`src/design/wrg_pkg.sv`:
```
// ----------------------------------------------------------------------------
// wrg_pkg
// Shared types, constants and helpers for the wrist raise gesture detector.
// ----------------------------------------------------------------------------
package wrg_pkg;

    // axis phase codes
    localparam logic [1:0] PH_IDLE   = 2'd0;
    localparam logic [1:0] PH_ARMED  = 2'd1;
    localparam logic [1:0] PH_FALLEN = 2'd2;

    // declines counted, the first one included, that make an axis fallen; a broken run keeps its count
    localparam logic [7:0] FALL_RUN_Y = 8'd3;
    localparam logic [7:0] FALL_RUN_X = 8'd3;

    // configuration register indexes
    localparam logic [2:0] REG_START_THR_Y  = 3'd0;
    localparam logic [2:0] REG_PEAK_THR_Y   = 3'd1;
    localparam logic [2:0] REG_START_THR_X  = 3'd2;
    localparam logic [2:0] REG_PEAK_THR_X   = 3'd3;
    localparam logic [2:0] REG_VIEW_LIMIT_X = 3'd4;
    localparam logic [2:0] REG_VIEW_LIMIT_Y = 3'd5;
    localparam logic [2:0] REG_WAIT_LIMIT   = 3'd6;
    localparam logic [2:0] REG_HOLD_LIMIT   = 3'd7;

    // configuration reset values
    localparam logic [14:0] START_THR_Y_RST  = 15'd3000;
    localparam logic [14:0] PEAK_THR_Y_RST   = 15'd6000;
    localparam logic [15:0] START_THR_X_RST  = 16'd4000;
    localparam logic [15:0] PEAK_THR_X_RST   = 16'd8000;
    localparam logic [15:0] VIEW_LIMIT_X_RST = 16'd6000;
    localparam logic [15:0] VIEW_LIMIT_Y_RST = 16'd2000;
    localparam logic [7:0]  WAIT_LIMIT_RST   = 8'd3;
    localparam logic [7:0]  HOLD_LIMIT_RST   = 8'd4;

    // per-axis update result
    typedef struct packed {
        logic [1:0] phase;
        logic [7:0] count;
        logic       fell;
    } axis_upd_t;

    // viewing-angle controller result
    typedef struct packed {
        logic [7:0] hold_cnt;
        logic [7:0] wait_cnt;
        logic       clear;
        logic       raise;
    } view_upd_t;

    // magnitude of a 16 bit sample, -32768 gives 32768
    function automatic logic signed [16:0] abs17(input logic [15:0] v);
        logic signed [16:0] ext;
        begin
            ext = $signed({v[15], v});
            abs17 = v[15] ? -ext : ext;
        end
    endfunction

endpackage

```
`src/design/wrg_axis.sv`:
```
// ----------------------------------------------------------------------------
// wrg_axis
// One axis phase update: arm above start, check the peak at the first
// decline, count declines until the axis has fallen.
// ----------------------------------------------------------------------------
module wrg_axis
(
    input  logic [1:0]         phase,
    input  logic [7:0]         count,
    input  logic signed [16:0] cur,
    input  logic signed [16:0] old,
    input  logic signed [16:0] start_thr,
    input  logic signed [16:0] peak_thr,
    input  logic [7:0]         run,
    output wrg_pkg::axis_upd_t upd
);

    logic [1:0] phase_arm;
    logic [7:0] count_inc;

    // arm from idle
    assign phase_arm = ((phase == wrg_pkg::PH_IDLE) && (cur > start_thr))
                       ? wrg_pkg::PH_ARMED : phase;
    assign count_inc = count + 8'd1;

    // decline tracking while armed
    always_comb
    begin
        upd.phase = phase_arm;
        upd.count = count;
        upd.fell  = 1'b0;
        if (phase_arm == wrg_pkg::PH_ARMED)
        begin
            if (cur < old)
            begin
                upd.count = count_inc;
                if (count_inc == 8'd1)
                begin
                    // first decline must start at or above the peak
                    if (old < peak_thr)
                    begin
                        upd.count = 8'd0;
                        upd.phase = wrg_pkg::PH_IDLE;
                    end
                end
                else if (count_inc >= run)
                begin
                    upd.phase = wrg_pkg::PH_FALLEN;
                    upd.count = 8'd0;
                    upd.fell  = 1'b1;
                end
            end
            else
            begin
                // run broken, count is kept
                upd.phase = (cur > start_thr) ? wrg_pkg::PH_ARMED : wrg_pkg::PH_IDLE;
            end
        end
    end

endmodule

```
`src/design/wrg_view.sv`:
```
// ----------------------------------------------------------------------------
// wrg_view
// Viewing-angle controller: after a fall, counts samples held at the
// viewing angle and reports a raise, or clears on timeout or a broken hold.
// ----------------------------------------------------------------------------
module wrg_view
(
    input  logic                fallen,
    input  logic signed [16:0]  ax,
    input  logic signed [16:0]  y,
    input  logic signed [16:0]  view_limit_x,
    input  logic signed [16:0]  view_limit_y,
    input  logic [7:0]          wait_limit,
    input  logic [7:0]          hold_limit,
    input  logic [7:0]          hold_cnt,
    input  logic [7:0]          wait_cnt,
    output wrg_pkg::view_upd_t  upd
);

    logic       in_view;
    logic [7:0] hold_inc;
    logic [7:0] wait_inc;

    assign in_view  = (ax <= view_limit_x) && (y <= view_limit_y);
    assign hold_inc = hold_cnt + 8'd1;
    assign wait_inc = wait_cnt + 8'd1;

    // hold / timeout decision
    always_comb
    begin
        upd.hold_cnt = hold_cnt;
        upd.wait_cnt = wait_cnt;
        upd.clear    = 1'b0;
        upd.raise    = 1'b0;
        if (fallen)
        begin
            if (in_view)
            begin
                upd.hold_cnt = hold_inc;
                if (hold_inc >= hold_limit)
                begin
                    upd.hold_cnt = 8'd0;
                    upd.wait_cnt = 8'd0;
                    upd.clear    = 1'b1;
                    upd.raise    = 1'b1;
                end
            end
            else if (hold_cnt == 8'd0)
            begin
                upd.wait_cnt = wait_inc;
                if (wait_inc >= wait_limit)
                begin
                    upd.wait_cnt = 8'd0;
                    upd.clear    = 1'b1;
                end
            end
            else
            begin
                // angle broke during the hold
                upd.hold_cnt = 8'd0;
                upd.wait_cnt = 8'd0;
                upd.clear    = 1'b1;
            end
        end
    end

endmodule

```
`src/design/wrist_raise_gesture_detector_top.sv`:
```
// ----------------------------------------------------------------------------
// wrist_raise_gesture_detector_top
// Wrist raise detection on a stream of X/Y accelerometer samples.
// ----------------------------------------------------------------------------
// Usage:
//   s_* channel takes one sample per item (acc_x, acc_y); m_* channel gives
//   one result per sample (raise_detected, fast_rate).
//   Configuration is written through cfg_we/cfg_addr/cfg_data while the
//   block is idle; writes take effect at the next clock edge.
// Pipeline and throughput:
//   an accepted item is held in the input register, then the axis
//   and viewing-angle logic updates the state and loads the result register,
//   from which the result is offered on the m_* channel.
//   One item per cycle is sustained while m_tready does not stall the result.
// Reset:
//   rst_n clears both stages, all axis phases and counters, the previous
//   sample, and returns the configuration registers to their defaults.
// Stall:
//   while m_tready is low and a result waits, the input register still takes
//   one item; after that s_tready drops until the result is taken.
// ----------------------------------------------------------------------------
module wrist_raise_gesture_detector_top
(
    input  logic        clk,
    input  logic        rst_n,
    input  logic        s_tvalid,
    output logic        s_tready,
    input  logic [31:0] s_tdata,    // [15:0] acc_x, [31:16] acc_y
    output logic        m_tvalid,
    input  logic        m_tready,
    output logic [7:0]  m_tdata,    // [0] raise_detected, [1] fast_rate, [7:2] zero
    input  logic        cfg_we,
    input  logic [2:0]  cfg_addr,
    input  logic [15:0] cfg_data
);

    // configuration registers
    logic [14:0] start_thr_y_reg;
    logic [14:0] peak_thr_y_reg;
    logic [15:0] start_thr_x_reg;
    logic [15:0] peak_thr_x_reg;
    logic [15:0] view_limit_x_reg;
    logic [15:0] view_limit_y_reg;
    logic [7:0]  wait_limit_reg;
    logic [7:0]  hold_limit_reg;

    // input stage
    logic        in_valid_reg, in_valid_next;
    logic [15:0] in_x_reg;
    logic [15:0] in_y_reg;

    // detector state
    logic [15:0] prev_x_reg;
    logic [15:0] prev_y_reg;
    logic [1:0]  phase_y_reg, phase_y_next;
    logic [1:0]  phase_x_reg, phase_x_next;
    logic [7:0]  decl_y_reg;
    logic [7:0]  decl_x_reg;
    logic [7:0]  wait_cnt_reg;
    logic [7:0]  hold_cnt_reg;

    // result stage
    logic        out_valid_reg, out_valid_next;
    logic        out_raise_reg;
    logic        out_fast_reg;

    logic        s_accept;
    logic        advance;

    logic signed [16:0] cur_ax;
    logic signed [16:0] old_ax;
    logic signed [16:0] cur_y;
    logic signed [16:0] old_y;
    logic [7:0]         wait_in;
    logic               fallen;

    wrg_pkg::axis_upd_t upd_y;
    wrg_pkg::axis_upd_t upd_x;
    wrg_pkg::view_upd_t upd_v;

    // handshake
    assign advance  = in_valid_reg && (!out_valid_reg || m_tready);
    assign s_tready = !in_valid_reg || !out_valid_reg || m_tready;
    assign s_accept = s_tvalid && s_tready;
    assign m_tvalid = out_valid_reg;
    assign m_tdata  = {6'd0, out_fast_reg, out_raise_reg};

    assign in_valid_next  = s_accept ? 1'b1 : (advance ? 1'b0 : in_valid_reg);
    assign out_valid_next = advance ? 1'b1 : (m_tready ? 1'b0 : out_valid_reg);

    // compare forms
    assign cur_ax = wrg_pkg::abs17(in_x_reg);
    assign old_ax = wrg_pkg::abs17(prev_x_reg);
    assign cur_y  = $signed({in_y_reg[15], in_y_reg});
    assign old_y  = $signed({prev_y_reg[15], prev_y_reg});

    // axis updates
    wrg_axis u_axis_y
    (
        .phase     (phase_y_reg),
        .count     (decl_y_reg),
        .cur       (cur_y),
        .old       (old_y),
        .start_thr ($signed({2'b00, start_thr_y_reg})),
        .peak_thr  ($signed({2'b00, peak_thr_y_reg})),
        .run       (wrg_pkg::FALL_RUN_Y),
        .upd       (upd_y)
    );

    wrg_axis u_axis_x
    (
        .phase     (phase_x_reg),
        .count     (decl_x_reg),
        .cur       (cur_ax),
        .old       (old_ax),
        .start_thr ($signed({1'b0, start_thr_x_reg})),
        .peak_thr  ($signed({1'b0, peak_thr_x_reg})),
        .run       (wrg_pkg::FALL_RUN_X),
        .upd       (upd_x)
    );

    // a fresh fall restarts the wait
    assign wait_in = (upd_y.fell || upd_x.fell) ? 8'd0 : wait_cnt_reg;
    assign fallen  = (upd_y.phase >= wrg_pkg::PH_FALLEN) ||
                     (upd_x.phase >= wrg_pkg::PH_FALLEN);

    wrg_view u_view
    (
        .fallen       (fallen),
        .ax           (cur_ax),
        .y            (cur_y),
        .view_limit_x ($signed({1'b0, view_limit_x_reg})),
        .view_limit_y ($signed({view_limit_y_reg[15], view_limit_y_reg})),
        .wait_limit   (wait_limit_reg),
        .hold_limit   (hold_limit_reg),
        .hold_cnt     (hold_cnt_reg),
        .wait_cnt     (wait_in),
        .upd          (upd_v)
    );

    assign phase_y_next = upd_v.clear ? wrg_pkg::PH_IDLE : upd_y.phase;
    assign phase_x_next = upd_v.clear ? wrg_pkg::PH_IDLE : upd_x.phase;

    // configuration writes
    always_ff @(posedge clk or negedge rst_n)
    begin
        if (!rst_n)
        begin
            start_thr_y_reg  <= wrg_pkg::START_THR_Y_RST;
            peak_thr_y_reg   <= wrg_pkg::PEAK_THR_Y_RST;
            start_thr_x_reg  <= wrg_pkg::START_THR_X_RST;
            peak_thr_x_reg   <= wrg_pkg::PEAK_THR_X_RST;
            view_limit_x_reg <= wrg_pkg::VIEW_LIMIT_X_RST;
            view_limit_y_reg <= wrg_pkg::VIEW_LIMIT_Y_RST;
            wait_limit_reg   <= wrg_pkg::WAIT_LIMIT_RST;
            hold_limit_reg   <= wrg_pkg::HOLD_LIMIT_RST;
        end
        else if (cfg_we)
        begin
            case (cfg_addr)
                wrg_pkg::REG_START_THR_Y:  start_thr_y_reg  <= cfg_data[14:0];
                wrg_pkg::REG_PEAK_THR_Y:   peak_thr_y_reg   <= cfg_data[14:0];
                wrg_pkg::REG_START_THR_X:  start_thr_x_reg  <= cfg_data;
                wrg_pkg::REG_PEAK_THR_X:   peak_thr_x_reg   <= cfg_data;
                wrg_pkg::REG_VIEW_LIMIT_X: view_limit_x_reg <= cfg_data;
                wrg_pkg::REG_VIEW_LIMIT_Y: view_limit_y_reg <= cfg_data;
                wrg_pkg::REG_WAIT_LIMIT:   wait_limit_reg   <= cfg_data[7:0];
                wrg_pkg::REG_HOLD_LIMIT:   hold_limit_reg   <= cfg_data[7:0];
                default:                   hold_limit_reg   <= hold_limit_reg;
            endcase
        end
    end

    // stage valids
    always_ff @(posedge clk or negedge rst_n)
    begin
        if (!rst_n)
        begin
            in_valid_reg  <= 1'b0;
            out_valid_reg <= 1'b0;
        end
        else
        begin
            in_valid_reg  <= in_valid_next;
            out_valid_reg <= out_valid_next;
        end
    end

    // input register
    always_ff @(posedge clk)
    begin
        if (s_accept)
        begin
            in_x_reg <= s_tdata[15:0];
            in_y_reg <= s_tdata[31:16];
        end
    end

    // result register
    always_ff @(posedge clk)
    begin
        if (advance)
        begin
            out_raise_reg <= upd_v.raise;
            out_fast_reg  <= (phase_y_next != wrg_pkg::PH_IDLE) ||
                             (phase_x_next != wrg_pkg::PH_IDLE);
        end
    end

    // detector state update
    always_ff @(posedge clk or negedge rst_n)
    begin
        if (!rst_n)
        begin
            prev_x_reg   <= 16'd0;
            prev_y_reg   <= 16'd0;
            phase_y_reg  <= wrg_pkg::PH_IDLE;
            phase_x_reg  <= wrg_pkg::PH_IDLE;
            decl_y_reg   <= 8'd0;
            decl_x_reg   <= 8'd0;
            wait_cnt_reg <= 8'd0;
            hold_cnt_reg <= 8'd0;
        end
        else if (advance)
        begin
            prev_x_reg   <= in_x_reg;
            prev_y_reg   <= in_y_reg;
            phase_y_reg  <= phase_y_next;
            phase_x_reg  <= phase_x_next;
            decl_y_reg   <= upd_y.count;
            decl_x_reg   <= upd_x.count;
            wait_cnt_reg <= upd_v.wait_cnt;
            hold_cnt_reg <= upd_v.hold_cnt;
        end
    end

`ifndef SYNTHESIS
    // a raise returns both axes to idle, so fast rate is off with it
    assert property (@(posedge clk) disable iff (!rst_n)
        (m_tvalid && m_tdata[0]) |-> !m_tdata[1])
        else $error("raise reported with an axis still active");

    // a running hold only exists while an axis has fallen
    assert property (@(posedge clk) disable iff (!rst_n)
        (hold_cnt_reg != 8'd0) |->
        ((phase_y_reg == wrg_pkg::PH_FALLEN) || (phase_x_reg == wrg_pkg::PH_FALLEN)))
        else $error("hold count set with no fallen axis");

    // a new result only comes from a held input item
    assert property (@(posedge clk) disable iff (!rst_n)
        $rose(m_tvalid) |-> $past(in_valid_reg))
        else $error("result appeared without an input item");
`endif

endmodule
```
`config.mk`:
```
export PLATFORM = sky130hd
export DESIGN_NAME = wrist_raise_gesture_detector_top
export DESIGN_NICKNAME = d
export VERILOG_FILES = /design/src/design/wrg_pkg.sv /design/src/design/wrg_axis.sv /design/src/design/wrg_view.sv /design/src/design/wrist_raise_gesture_detector_top.sv
export SDC_FILE = /design/constraint.sdc
export NUM_CORES = 1
export LEC_CHECK = 0
export ABC_AREA = 0
export BUFFER_PORTS_ARGS = -buffer_cell sky130_fd_sc_hd__buf_2
export CORE_AREA = 2 2 158 160
export DETAILED_ROUTE_END_ITERATION = 8
export DIE_AREA = 0 0 160 162
export GPL_TIMING_DRIVEN = 0
export PLACE_DENSITY_LB_ADDON = 0.12
export SYNTH_ARGS = -nofsm -noshare
export SYNTH_HDL_FRONTEND = slang
export SYNTH_SLANG_ARGS = --single-unit
```
`constraint.sdc`:
```
create_clock -name clk -period 18.05 [get_ports clk]
set_clock_uncertainty 0.15 [all_clocks]
set_input_delay 2.7075 -clock clk [delete_from_list [all_inputs] [get_ports clk]]
set_output_delay 2.7075 -clock clk [all_outputs]
set_load 0.005 [all_outputs]
```
Word-level counts from Yosys, hierarchy flattened:

Index checks and enable logic that the tools add are counted.

* input bits: 56
* logic and storage cells: 121
* register bits: 214

* mux-type cells: 34
* add/sub/neg operators: 6
* eq/ne operators: 12
* reduce and logical (&&, ||, !) cells: 33
* $lt $le $gt $ge: 14

Operator list (number)
* two-way mux 17 bit: 3
* two-way mux 10 bit: 5
* two-way mux 11 bit: 4
* two-way mux 9 bit: 4
* less-than comparator 17 bit: 2
* negator 16 -> 17 bit: 2
* adder 8 x 1 -> 8 bit, second input constant: 4
* less-than comparator 16 bit: 2
* two-way mux 18 bit: 1
* AND reduction 2 bit: 9
* greater-than comparator 17 bit: 1
* less-or-equal comparator 17 bit: 1
* equality test 8 x 1 -> 1 bit, second input constant: 2
* >= comparator 8 x 2 -> 1 bit, second input constant: 2
* >= comparator 8 bit: 2
* greater-than comparator 16 bit: 1
* less-or-equal comparator 16 bit: 1
* two-way mux 8 bit: 2
* equality test 3 bit, second input constant: 4
* two-way mux 2 bit: 6
* two-way mux 1 bit: 9
* AND reduction 3 bit: 3
* zero test 8 bit: 1
* nonzero test 2 bit: 4
* other kinds (10): 24

Logic depth before layout (Yosys ltp):

Gate-level depths: netlist of run 1.

* depth after elaboration: 20
* mapped depth: 33
* depth with buffers taken out: 31

Cells and area by module:

From an unflattened synthesis of run 1, not the netlist that was laid out.

* cells, all modules: 1358
* area total of the unflattened synthesis: 14273.7 µm²

By module, submodules not included
* wrist_raise_gesture_detector_top: times used 1, seq. area each 5577.8 µm², area each 8564.5 µm², cells each 548
* wrg_axis: times used 2, seq. area each 0.0 µm², area each 1916.8 µm², cells each 273
* wrg_view: times used 1, seq. area each 0.0 µm², area each 1875.5 µm², cells each 264

Least setup slack after synthesis of run 1:

Ideal clock, no wire load.

* path kind: register to register
* start: register in_x_reg[6]
* end: register wait_cnt_reg[6]
* library setup time: 63 ps
* path slack: 11857 ps
* arrival time: 5980 ps
* period minus slack after synthesis: 6193 ps
* stages on the path, launching flop included: 28
* buffers on the path: 3
* path through: edfxtp_1 nor4_1 buf_2 nand2_1 nor3_1 nor4b_1 ha_1 or3_1 a21oi_1 o21bai_1 or3b_1 o21a_1 buf_6 buf_2 and2_1 ha_1 nand3_1 nor2_1 o21a_1 ha_1 a21o_1 a211oi_1 o21ai_0 a21oi_1 nand2_1 nor3_1 o2111ai_1 a21bo_2

* word-level cells in the longest chain between the ends: 15

Ends and longest elaborated chain
* start, declared: line wrist_raise_gesture_detector_top.sv:49 `logic [15:0] in_x_reg;`
* start signal, assigned: line wrist_raise_gesture_detector_top.sv:194 `in_x_reg <= s_tdata[15:0];`
* negator 16 -> 17 bit: line wrg_pkg.sv:56 `abs17 = v[15] ? -ext : ext;`
* two-way mux 17 bit (*): line wrg_pkg.sv:56
* greater-than comparator 17 bit: line wrg_axis.sv:22, wrg_axis.sv:56
* logical AND 1 bit: line wrg_axis.sv:22 `assign phase_arm = ((phase == wrg_pkg::PH_IDLE) && (cur > start_thr))`
* two-way mux 2 bit: line wrg_axis.sv:23 `? wrg_pkg::PH_ARMED : phase;`
* equality test 2 x 1 -> 1 bit: line wrg_axis.sv:32 `if (phase_arm == wrg_pkg::PH_ARMED)`
* two-way mux 11 bit: line wrg_axis.sv:32
* logical OR 1 bit: line wrist_raise_gesture_detector_top.sv:123 `assign wait_in = (upd_y.fell || upd_x.fell) ? 8'd0 : wait_cnt_reg;`
* two-way mux 8 bit: line wrist_raise_gesture_detector_top.sv:123
* adder 8 x 1 -> 8 bit: line wrg_view.sv:26 `assign wait_inc = wait_cnt + 8'd1;`
* >= comparator 8 bit: line wrg_view.sv:51 `if (wait_inc >= wait_limit)`
* two-way mux 9 bit: line wrg_view.sv:51
* two-way mux 9 bit: line wrg_view.sv:48 `else if (hold_cnt == 8'd0)`
* two-way mux 17 bit: line wrg_view.sv:37 `if (in_view)`
* two-way mux 10 bit (*): line wrg_view.sv:35 `if (fallen)`
* end signal, assigned: line wrist_raise_gesture_detector_top.sv:232 `wait_cnt_reg <= upd_v.wait_cnt;`
* end, declared: line wrist_raise_gesture_detector_top.sv:59 `logic [7:0] wait_cnt_reg;`

Mark *: on every way between the ends. The rest lies on a longest branch, timed or not.
A chain may end at the register's enable or synchronous reset.

Worst setup path in the final report of run 1:

* start: register in_x_reg[0]
* end: register wait_cnt_reg[6]

The elaborated chain is that of the path after synthesis.

==> results.sh, run 1 <==
export IMPL_status="complete, no violations"
export IMPL_route_detailed_wl_per_inst_um=18.8
export IMPL_grt_ovfl_total=0
export IMPL_finalMaxSlewViolations=0
export IMPL_synth_area_leaders="dfrtp_1 26%, ha_1 13%, dfstp_2 8.4%"
export IMPL_gp_congestion=0.918
export IMPL_pin_count=66
export IMPL_worst_slew_pin_transition_ns=1.16
export IMPL_antenna_found_initial=0
export IMPL_hp_class="reg -> reg"
export IMPL_hold_buffers=0
export IMPL_max_cap_violations=0
export IMPL_final_cells=1804
export IMPL_netlist_area_um2=13200
export IMPL_crit_arrival_ns=8.40
export IMPL_postCtsSetupBuffers=0
export IMPL_cts_sinks=214
export IMPL_netlist_area_leader_share_pct=26.2
export IMPL_ys_flop_type="dfrtp_1"
export IMPL_diodes=0
export IMPL_grt_max_degree=103
export IMPL_cts_max_level=1
export IMPL_ant_nets=0
export IMPL_p_switching_uw=592
export IMPL_drc=0
export IMPL_yosysSeqAreaShare_pct=42.4
export IMPL_finalCriticalPeriod_ns=8.08
export IMPL_combPwrFrac_pct=31.8
export IMPL_cts_made_buffers=25
export IMPL_syn_avg_cell_area_um2=9.60
export IMPL_grt_pass1_vias=10001
export IMPL_clock_path_buffers=3
export IMPL_fin_crit_sh_pct=44.7
export IMPL_io_buffers=55
export IMPL_final_hold_viol_count=0
export IMPL_drt_total_wl_mm=33.9
export IMPL_synth_edf_count=34
export IMPL_crit_path_frequent_cell="ha_1"
export IMPL_cpMaxStageDelayCell="nor3_1"
export IMPL_clk_pin_slew_ns=0.06
export IMPL_die_area_um2=25900
export IMPL_grt_pass1_wl_mm=54.3
export IMPL_num_rows=57
export IMPL_core_area_um2=24100
export IMPL_clockRootBuffer="clkbuf_16"
export IMPL_drive_above_1_share_pct=15.3
export IMPL_max_slew_margin_pct=21.8
export IMPL_placed_cells=1758
export IMPL_totalNegativeSetupSlack_ns=0
export IMPL_critPathLaunchType="flip-flop"
export IMPL_endpoint_kind="flip-flop"
export IMPL_crit_fanout=10
export IMPL_grtUsageTotal_pct=26.4
export IMPL_required_ns=18.37
export IMPL_p_int_mw=1.12
export IMPL_clkLatencyLatePin_ns=0.54
export IMPL_clockPowerShare_pct=30.0
export IMPL_power_leakage_nw=6.79
export IMPL_start_util_pct=54.6
export IMPL_switching_share_pct=34.5
export IMPL_die_y_um=162
export IMPL_dp_hpwl_mm=25.4
export IMPL_ys_warn_count=0
export IMPL_p_per_area_nw_per_um2=116
export IMPL_areaGrowthSynthToFinish_pct=12.1
export IMPL_rsz0062_at_grt="no"
export IMPL_synthCells=1371
export IMPL_nets=1658
export IMPL_pwr_share_seq_pct=38.2
export IMPL_dr_pass1_iters=5
export IMPL_finalSetupViolations=0
export IMPL_worst_path_largest_cell_delay_ns=0.65
export IMPL_synth_seq_cells=214
export IMPL_async_reset_ff_share_pct=84.1
export IMPL_fmax_ghz=0.124
export IMPL_n_fill_cell=2125
export IMPL_die_x_um=160
export IMPL_cts_tree="built"
export IMPL_cts_resized=0
export IMPL_crit_type="reg -> reg"
export IMPL_hold_slack_ns=0.344
export IMPL_drtIter0Drc=789
export IMPL_ir_drop_uv=81.4
export IMPL_vias=10341
export IMPL_synth_distinct_cells=83
export IMPL_avgViaCountPerCell=5.73
export IMPL_synth_area_leader_cell="dfrtp_1"
## kinds of logic after synthesis
family / Yosys count / synth area share (%)
and+or+nand+nor: 403 / 14.8
AOI/OAI and AO/OA: 297 / 15.0
DFF: 214 / 42.4
buffers and inverters: 213 / 6.41
adders and majority gates: 142 / 13.5
muxes: 63 / 5.33
xor gates and xnor gates: 37 / 2.57
other: 2 / 0.0571
## through the flow
| step | area, µm² | setup WS, ns | total power, mW | util [%] |
|---|---|---|---|---|
| 2_1_floorplan | 13200 | 11.86 | 1.03 | - |
| 3_3_place_gp | 13900 | 10.19 | 1.18 | 57.5 |
| 3_5_place_dp | 13900 | 10.21 | 1.20 | 57.7 |
| 4_1_cts | 14800 | 10.15 | 1.72 | 61.2 |
| 5_1_grt | 14800 | 9.50 | 1.83 | 61.2 |
| 6_report | 14800 | 9.97 | 1.72 | 61.2 |
## cells in the final DEF, fill, tap and decap left out, types with 10 or more instances in the layout
master	n
inv_1	159
nor2b_1	20
and2_1	13
buf_2	60
a21o_1	21
edfxtp_1	34
nor3_1	22
dfstp_2	42
nand3_1	36
a211oi_1	15
nand2_1	173
xnor2_1	30
nand4_1	16
o21ai_0	105
mux2_2	57
clkbuf_1	41
clkbuf_16	25
nand2b_1	18
a31oi_1	10
nor2_1	54
dfrtp_1	138
o31ai_1	14
ha_1	141
a21oi_1	48
## path summary, 6_finish.rpt
| path | startpoint | to | slack (ns) | cells after the start |
|---|---|---|---|---|
| setup / recovery | in_x_reg[0] | wait_cnt_reg[6] | 9.97 | 29 |
| hold / removal | in_valid_reg | m_tvalid | 0.34 | 1 |
| setup reg to reg | in_x_reg[0] | wait_cnt_reg[6] | 9.97 | 29 |
| hold reg to reg | in_valid_reg | m_tvalid | 0.34 | 1 |
| max in group asynchronous | rst_n | start_thr_x_reg[11] | 14.80 | 2 |
| min in group asynchronous | rst_n | decl_y_reg[7] | 2.01 | 1 |
## per-layer routing
metal	track usage, %	vias up	wire [µm]
li1	-	4977	-
met1	38.3	5062	15800
met2	42.9	249	15500
met3	3.22	53	1850
met4	6.02	0	699
met5	0	-	0
## power groups by stage
stage	Combinational, mW	Clock, mW	Sequential (mW)
floorplan	0.392	0	0.642
global placement	0.517	0	0.658
detailed placement	0.537	0	0.661
CTS	0.542	0.525	0.654
global route	0.618	0.546	0.667
finish	0.545	0.515	0.655
## worst max-delay path, delay by kind of cell, from the launching register on
family / cells / cell delay [ns]
simple gates: 7 / 2.02
fa+ha+maj: 4 / 1.28
xor+xnor: 1 / 0.45
flops: 1 / 0.53
buf+inv: 4 / 0.75
compound gates: 13 / 2.81
## cell usage after synthesis (4+ instances only)
cell and count:
nor3_1 22, edfxtp_1 34, xnor2_1 30, buf_2 5, o2111ai_1 6, clkbuf_1 37, nor4_1 6, nand3_1 36
and3_1 7, mux2_2 57, o211ai_1 7, inv_1 159, nor2_1 54, dfrtp_1 138, o21a_1 7, a31oi_1 10
or3_1 6, nor4b_1 4, ha_1 141, nand2_1 173, mux2i_1 6, o21ai_0 105, buf_4 8, o41ai_1 8
or2_2 5, nand4b_1 4, a2111oi_0 4, xor2_1 6, o31ai_1 14, dfstp_2 42, nor2b_1 20, a41oi_1 5
a21o_1 21, a21oi_1 48, nand4_1 16, a211oi_1 15, and2_1 14, nand2b_1 18, o22ai_1 4
## final cells by class
type                    instances  area, µm²  area share, %
inverters                     161        604           4.10
flip-flops and latches        214       5580           37.8
clock inverters                11        123          0.831
repair buffers                 57        318           2.15
multi-input cells             950       6760           45.8
plain buffers                  52        239           1.62
clock buffers                  35        723           4.90
well taps                     324        405           2.75
No activity file was read; power rests on OpenSTA's default activity.
==> run 2, diff against run 1 <==
--- a/config.mk
+++ b/config.mk
@@ -5,11 +5,11 @@
 export SDC_FILE = /design/constraint.sdc
 export NUM_CORES = 1
 export LEC_CHECK = 0
-export ABC_AREA = 0
+export ABC_AREA = 1
 export BUFFER_PORTS_ARGS = -buffer_cell sky130_fd_sc_hd__buf_2
-export CORE_AREA = 2 2 158 160
+export CORE_AREA = 2 2 157 159
 export DETAILED_ROUTE_END_ITERATION = 8
-export DIE_AREA = 0 0 160 162
+export DIE_AREA = 0 0 159 161
 export GPL_TIMING_DRIVEN = 0
 export PLACE_DENSITY_LB_ADDON = 0.12
 export SYNTH_ARGS = -nofsm -noshare
==> constraint.sdc (replaced) <==
create_clock -name clk -period 7.4 [get_ports clk]
set_clock_uncertainty 0.15 [all_clocks]
set_input_delay 1.11 -clock clk [delete_from_list [all_inputs] [get_ports clk]]
set_output_delay 1.11 -clock clk [all_outputs]
set_load 0.005 [all_outputs]
==> run 2 against run 1 <==
Against the previous run:
- wire length shrank 7.2%
- critical path depth grew 5
- final cell count grew 11%
- largest cell class unchanged
- first-iteration DRC count shrank 24%
- utilization shrank 0.35 points
- clock power grew 130%
- cell area shrank 1.2%
- non-clock buffer count shrank 8
- flip-flop and latch count is the same
- sequential share of layout area grew 0.44 points
- sequential power grew to 2.5 times the previous value
- synthesized cell count grew 14%
==> results.sh, run 2 <==
export IMPL_clk_pin_slew_ns=0.06
export IMPL_crit_arrival_ns=6.29
export IMPL_synth_seq_cells=214
export IMPL_status="complete, no violations"
export IMPL_grtUsageTotal_pct=25.3
export IMPL_hold_slack_ns=0.333
export IMPL_fmax_ghz=0.167
export IMPL_dp_slack_ns=1.45
export IMPL_grt_max_degree=103
export IMPL_finalMaxSlewViolations=0
export IMPL_rsz0062_at_grt="no"
export IMPL_clock_path_buffers=3
export IMPL_setup_slack_ns=1.40
export IMPL_placed_area_um2=13800
export IMPL_max_cap_violations=0
export IMPL_die_x_um=159
export IMPL_ys_flop_type="dfrtp_1"
export IMPL_layout_commonest_cell="nand2_1"
export IMPL_crit_path_frequent_cell="nand2_1"
export IMPL_grt_ovfl_total=0
export IMPL_drc=0
export IMPL_ant_nets=0
export IMPL_final_hold_viol_count=0
export IMPL_netlist_area_leader_share_pct=26.6
export IMPL_gp_congestion=0.879
export IMPL_num_rows=57
export IMPL_areaGrowthSynthToFinish_pct=12.2
export IMPL_synthTopCellsByCount="324 x nand2_1, 259 x inv_1, 181 x o21ai_0, 141 x ha_1, 138 x dfrtp_1"
export IMPL_hold_buffers=0
export IMPL_cpMaxStageDelayCell="edfxtp_1"
export IMPL_clkLatencyLatePin_ns=0.55
export IMPL_min_path_cells=2
export IMPL_dr_pass1_iters=5
export IMPL_totalNegativeSetupSlack_ns=0
export IMPL_cts_max_level=1
export IMPL_core_area_um2=24000
export IMPL_synth_edf_count=34
export IMPL_final_cell_mix="324 x nand2_1, 259 x inv_1, 181 x o21ai_0, 141 x ha_1, 138 x dfrtp_1"
export IMPL_async_reset_ff_share_pct=84.1
export IMPL_antenna_found_initial=0
export IMPL_synthCells=1560
export IMPL_worst_r2r_path_depth=34
export IMPL_start_util_pct=54.2
export IMPL_cts_resized=0
export IMPL_critPathLaunchType="flip-flop"
export IMPL_ir_drop_uv=166
export IMPL_cts_made_buffers=26
export IMPL_drt_total_wl_mm=31.5
export IMPL_netlist_area_um2=13000
export IMPL_drive_above_1_share_pct=12.9
export IMPL_p_per_area_nw_per_um2=308
export IMPL_grt_pass1_vias=10176
export IMPL_drtIter0Drc=597
export IMPL_route_detailed_wl_per_inst_um=15.7
export IMPL_crit_fanout=10
export IMPL_crit_type="reg -> reg"
export IMPL_endpoint_kind="flip-flop"
export IMPL_syn_avg_cell_area_um2=8.33
export IMPL_max_slew_margin_pct=36.7
export IMPL_pin_count=66
export IMPL_nets=1852
export IMPL_power_leakage_nw=7.22
export IMPL_die_y_um=161
export IMPL_worst_path_largest_cell_delay_ns=0.46
export IMPL_io_buffers=59
export IMPL_yosysMostFrequentCell="nand2_1"
export IMPL_dp_hpwl_mm=24.0
export IMPL_clockRootBuffer="clkbuf_16"
export IMPL_cts_tree="built"
export IMPL_worst_slew_pin_transition_ns=0.943
export IMPL_grt_pass1_wl_mm=52.0
export IMPL_postCtsSetupBuffers=0
export IMPL_yosysSeqAreaShare_pct=42.9
export IMPL_synth_area_leaders="dfrtp_1 27%, ha_1 14%, nand2_1 9.4%"
export IMPL_hp_class="reg -> reg"
export IMPL_synth_area_leader_cell="dfrtp_1"
export IMPL_fin_crit_sh_pct=81.0
export IMPL_finalCriticalPeriod_ns=6.00
export IMPL_synth_distinct_cells=57
export IMPL_fin_area_um2=14600
export IMPL_ys_warn_count=0
export IMPL_avgViaCountPerCell=5.20
export IMPL_finalSetupViolations=0
export IMPL_vias=10395
export IMPL_diodes=0
export IMPL_die_area_um2=25600
export IMPL_required_ns=7.69
export IMPL_cts_sinks=214
==> run 2: cell count changes after synthesis, moves of 20 or more <==
cell,previous run,this run
xor2_1,6,26
nor2b_1,20,0
nor2_1,54,94
inv_1,159,259
xnor2_1,30,4
mux2_2,57,0
nand2_1,173,324
a21o_1,21,1
o21ai_0,105,181
==> run 2: cells by family (layout without fill, tap and decap cells) <==
logic type,Yosys count,in the layout,share of synthesized area (%)
compound gates,298,298,12.5
xor+xnor,31,31,2.15
mux,2,2,0.154
fa+ha+maj,141,141,13.6
other cells,2,8,0.0578
simple gates,558,558,19.4
flops,214,214,42.9
buf+inv,314,423,9.31
==> run 2: final cells by class <==
| cell class | instances | area (µm²) |
|---|---|---|
| clock inverter | 11 | 62.6 |
| sequential | 214 | 5580 |
| multi-input combinational | 1038 | 6230 |
| buffer | 40 | 180 |
| fill | 2165 | 9380 |
| inverter | 274 | 1030 |
| timing repair buffer | 61 | 360 |
| clock buffer | 37 | 732 |
| tap | 324 | 405 |
==> run 2: metal layers <==
layer  global-route usage, %  vias up  part of all wire, %
met1                    33.8     4875                   45
met5                       0        -                    0
li1                        -     5264                    -
met2                    43.5      197                   48
met4                    8.10        0                  3.4
met3                    3.00       59                  4.3
==> run 2: final timing paths <==
check                               startpoint                   end  slack (ns)
min in group asynchronous                rst_n         prev_x_reg[9]        0.40
min                        start_thr_x_reg[15]   start_thr_x_reg[15]        0.33
max reg2reg                       in_x_reg[15]       wait_cnt_reg[3]        1.40
min reg2reg                start_thr_x_reg[15]   start_thr_x_reg[15]        0.33
max                               in_x_reg[15]       wait_cnt_reg[3]        1.40
max in group asynchronous                rst_n  view_limit_y_reg[10]        5.78
==> run 2: per-stage QoR <==
stage                     power (mW)  instances  utilization [%]
final                           4.48       1999             60.8
after global routing            4.85       1999             60.8
after CTS                       4.50       1999             60.8
after detailed placement        3.30       1951             57.5
after global placement          3.23       1949             57.2
after floorplan                 2.87       1566                -
==> run 2: critical path: cells and delay by family (launching register included) <==
kind	cells	cell delay (ns)
and+or+nand+nor	19	2.00
adders and majority gates	3	0.82
AOI/OAI and AO/OA	7	1.09
buffers and inverters	4	0.90
DFF	1	0.46
xor gates and xnor gates	1	0.46
==> run 2: where the power goes <==
group	internal [mW]	switching [mW]
logic	0.631	1.03
registers	1.47	0.168
clock network	0.686	0.503
==> run 3, diff against run 2 <==
--- a/config.mk
+++ b/config.mk
@@ -5,11 +5,11 @@
 export SDC_FILE = /design/constraint.sdc
 export NUM_CORES = 1
 export LEC_CHECK = 0
-export ABC_AREA = 1
+export ABC_AREA = 0
 export BUFFER_PORTS_ARGS = -buffer_cell sky130_fd_sc_hd__buf_2
-export CORE_AREA = 2 2 157 159
+export CORE_AREA = 2 2 158 160
 export DETAILED_ROUTE_END_ITERATION = 8
-export DIE_AREA = 0 0 159 161
+export DIE_AREA = 0 0 160 162
 export GPL_TIMING_DRIVEN = 0
 export PLACE_DENSITY_LB_ADDON = 0.12
 export SYNTH_ARGS = -nofsm -noshare
==> constraint.sdc (replaced) <==
create_clock -name clk -period 5.9 [get_ports clk]
set_clock_uncertainty 0.15 [all_clocks]
set_input_delay 0.885 -clock clk [delete_from_list [all_inputs] [get_ports clk]]
set_output_delay 0.885 -clock clk [all_outputs]
set_load 0.005 [all_outputs]
==> run 3 against run 2 <==
Against the previous run:
- the flow now finishes with violations (setup timing)
- worst setup slack got worse by 1.7 ns
- cell area rose by 7.5%
- flip-flop and latch count did not move
- sequential share of layout area fell by 2.6 points
- via count rose by 2.6%
- maximum frequency fell by 3.1%
- global-route usage rose by 1.9 points
- critical path depth fell by 7
- sequential power rose by 23%
- clock power rose by 29%
- wire length rose by 13%
- die area rose by 1.3%
==> results.sh, run 3 (same netlist as run 1, synthesis figures left out) <==
export IMPL_fmax_ghz=0.162
export IMPL_cp_num_buf_inv=3
export IMPL_hold_slack_ns=0.142
export IMPL_p_per_area_nw_per_um2=350
export IMPL_crit_family="simple AND/OR/NAND/NOR gates"
export IMPL_antenna_found_initial=0
export IMPL_avgViaCountPerCell=5.75
export IMPL_drc=0
export IMPL_ant_nets=0
export IMPL_critPathLaunchType="flip-flop"
export IMPL_route_met2_wl_mm=16.7
export IMPL_core_area_um2=24100
export IMPL_rsz0062_at_grt="yes"
export IMPL_finalMaxSlewViolations=0
export IMPL_final_cell_mix="170 x nand2_1, 159 x inv_1, 137 x dfrtp_1, 136 x ha_1, 99 x o21ai_0"
export IMPL_violations="setup timing"
export IMPL_crit_arrival_ns=6.50
export IMPL_worst_r2r_path_depth=27
export IMPL_max_slew_margin_pct=21.5
export IMPL_grt_pass1_vias=10224
export IMPL_io_buffers=55
export IMPL_areaGrowthSynthToFinish_pct=19.1
export IMPL_dp_slack_ns=-1.55
export IMPL_grt_ovfl_total=0
export IMPL_diodes=0
export IMPL_vias=10661
export IMPL_drive_above_1_share_pct=22.7
export IMPL_hold_buffers=0
export IMPL_dr_pass1_iters=5
export IMPL_p_total_mw=5.48
export IMPL_nets=1710
export IMPL_die_area_um2=25900
export IMPL_grt_pass1_wl_mm=56.0
export IMPL_clkLatencyLatePin_ns=0.53
export IMPL_worst_path_largest_cell_delay_ns=0.58
export IMPL_drt_total_wl_mm=35.4
export IMPL_cts_max_level=1
export IMPL_die_y_um=162
export IMPL_grt_max_degree=110
export IMPL_routed_top_layer="met4"
export IMPL_power_leakage_nw=7.18
export IMPL_ir_drop_uv=373
export IMPL_clock_path_buffers=3
export IMPL_final_hold_viol_count=0
export IMPL_worst_slew_pin_transition_ns=1.16
export IMPL_clockRootBuffer="clkbuf_16"
export IMPL_pin_count=66
export IMPL_finalCriticalPeriod_ns=6.19
export IMPL_endpoint_kind="flip-flop"
export IMPL_rr_endpoint="wait_cnt_reg[6]"
export IMPL_num_rows=57
export IMPL_cts_tree="built"
export IMPL_start_util_pct=54.6
export IMPL_cts_sinks=214
export IMPL_hp_class="in -> async"
export IMPL_clk_pin_slew_ns=0.06
export IMPL_r2r_setup_slack_ns=-0.29
export IMPL_dp_hpwl_mm=25.2
export IMPL_status="complete, but fails checks"
export IMPL_fin_crit_sh_pct=105
export IMPL_cp_num_cells=27
export IMPL_wl_met1_mm=16.2
export IMPL_route_detailed_wl_per_inst_um=19.1
export IMPL_gp_congestion=0.874
export IMPL_max_cap_violations=0
export IMPL_required_ns=6.22
export IMPL_crit_type="reg -> reg"
export IMPL_grtUsageTotal_pct=27.2
export IMPL_finalSetupViolations=13
export IMPL_drtIter0Drc=767
export IMPL_cpMaxStageDelayCell="or4_4"
export IMPL_die_x_um=160
export IMPL_wl_met3_mm=1.86
export IMPL_crit_fanout=6
export IMPL_layout_commonest_cell="nand2_1"
export IMPL_setup_slack_ns=-0.286
export IMPL_cts_made_buffers=24
export IMPL_timing_rr_start="in_x_reg[5]"
==> run 3: changes by cell type in the layout (fill, tap and decap cells not counted), sizes merged, moves of 21 or more <==
cell / change
nand2: -169
o21ai: -83
mux2: +57
xnor2: +26
inv: -115
buf: +59
nor2: -54
xor2: -21
==> run 3: worst reg2reg max path, delay by kind of cell, from the launching register on <==
| family | cells | cell delay, ns |
|---|---|---|
| adders and majority gates | 3 | 0.64 |
| buffers and inverters | 3 | 0.42 |
| xor gates and xnor gates | 1 | 0.13 |
| AOI/OAI and AO/OA | 10 | 2.05 |
| and+or+nand+nor | 10 | 2.29 |
| DFF | 1 | 0.42 |
==> run 3: what timing repair did <==
item,4_1_cts,5_1_grt
pin swaps,39,33
buffers inserted,42,16
hold endpoints to repair,0,0
cloned,0,0
setup endpoints to repair,13,13
resized for setup,67,31
==> run 3: cell type report <==
cell class                      instances  area, µm²
Fill cell                            2026       8440
Multi-Input combinational cell        950       7240
Sequential cell                       214       5580
Timing Repair Buffer                  114        779
Clock buffer                           35        703
Inverter                              161        608
Tap cell                              324        405
Buffer                                 48        238
Clock inverter                          9        110
==> run 3: metal layers <==
metal	vias up	global-route usage [%]
li1	5087	-
met1	5247	39.1
met2	277	45.0
met3	50	2.91
met4	0	5.81
met5	-	0
==> run 3: worst max-delay path by stage <==
stage	start	to	slack, ns
2_1_floorplan	prev_x_reg[2]	wait_cnt_reg[6]	0.01
3_3_place_gp	in_x_reg[0]	out_fast_reg	-1.47
3_5_place_dp	in_x_reg[0]	out_fast_reg	-1.55
4_1_cts	in_x_reg[5]	wait_cnt_reg[2]	-0.21
5_1_grt	in_x_reg[5]	wait_cnt_reg[6]	-0.49
6_report	in_x_reg[5]	wait_cnt_reg[6]	-0.29
==> run 3: stage by stage <==
step | util [%] | setup TNS [ns] | area [µm²] | std cells
2_1_floorplan | - | 0 | 13200 | 1377
3_3_place_gp | 57.6 | -17.05 | 13900 | 1756
3_5_place_dp | 57.8 | -18.10 | 13900 | 1757
4_1_cts | 63.9 | -1.70 | 15400 | 1840
5_1_grt | 65.0 | -5.14 | 15700 | 1855
6_report | 65.0 | -2.40 | 15700 | 1855
==> run 3: report_power, final <==
part / switching [mW] / leakage (nW) / internal, mW / total (mW)
clock: 0.616 / 0.403 / 0.917 / 1.53
sequential: 0.192 / 2.49 / 1.81 / 2.01
combinational: 1.10 / 4.28 / 0.835 / 1.94
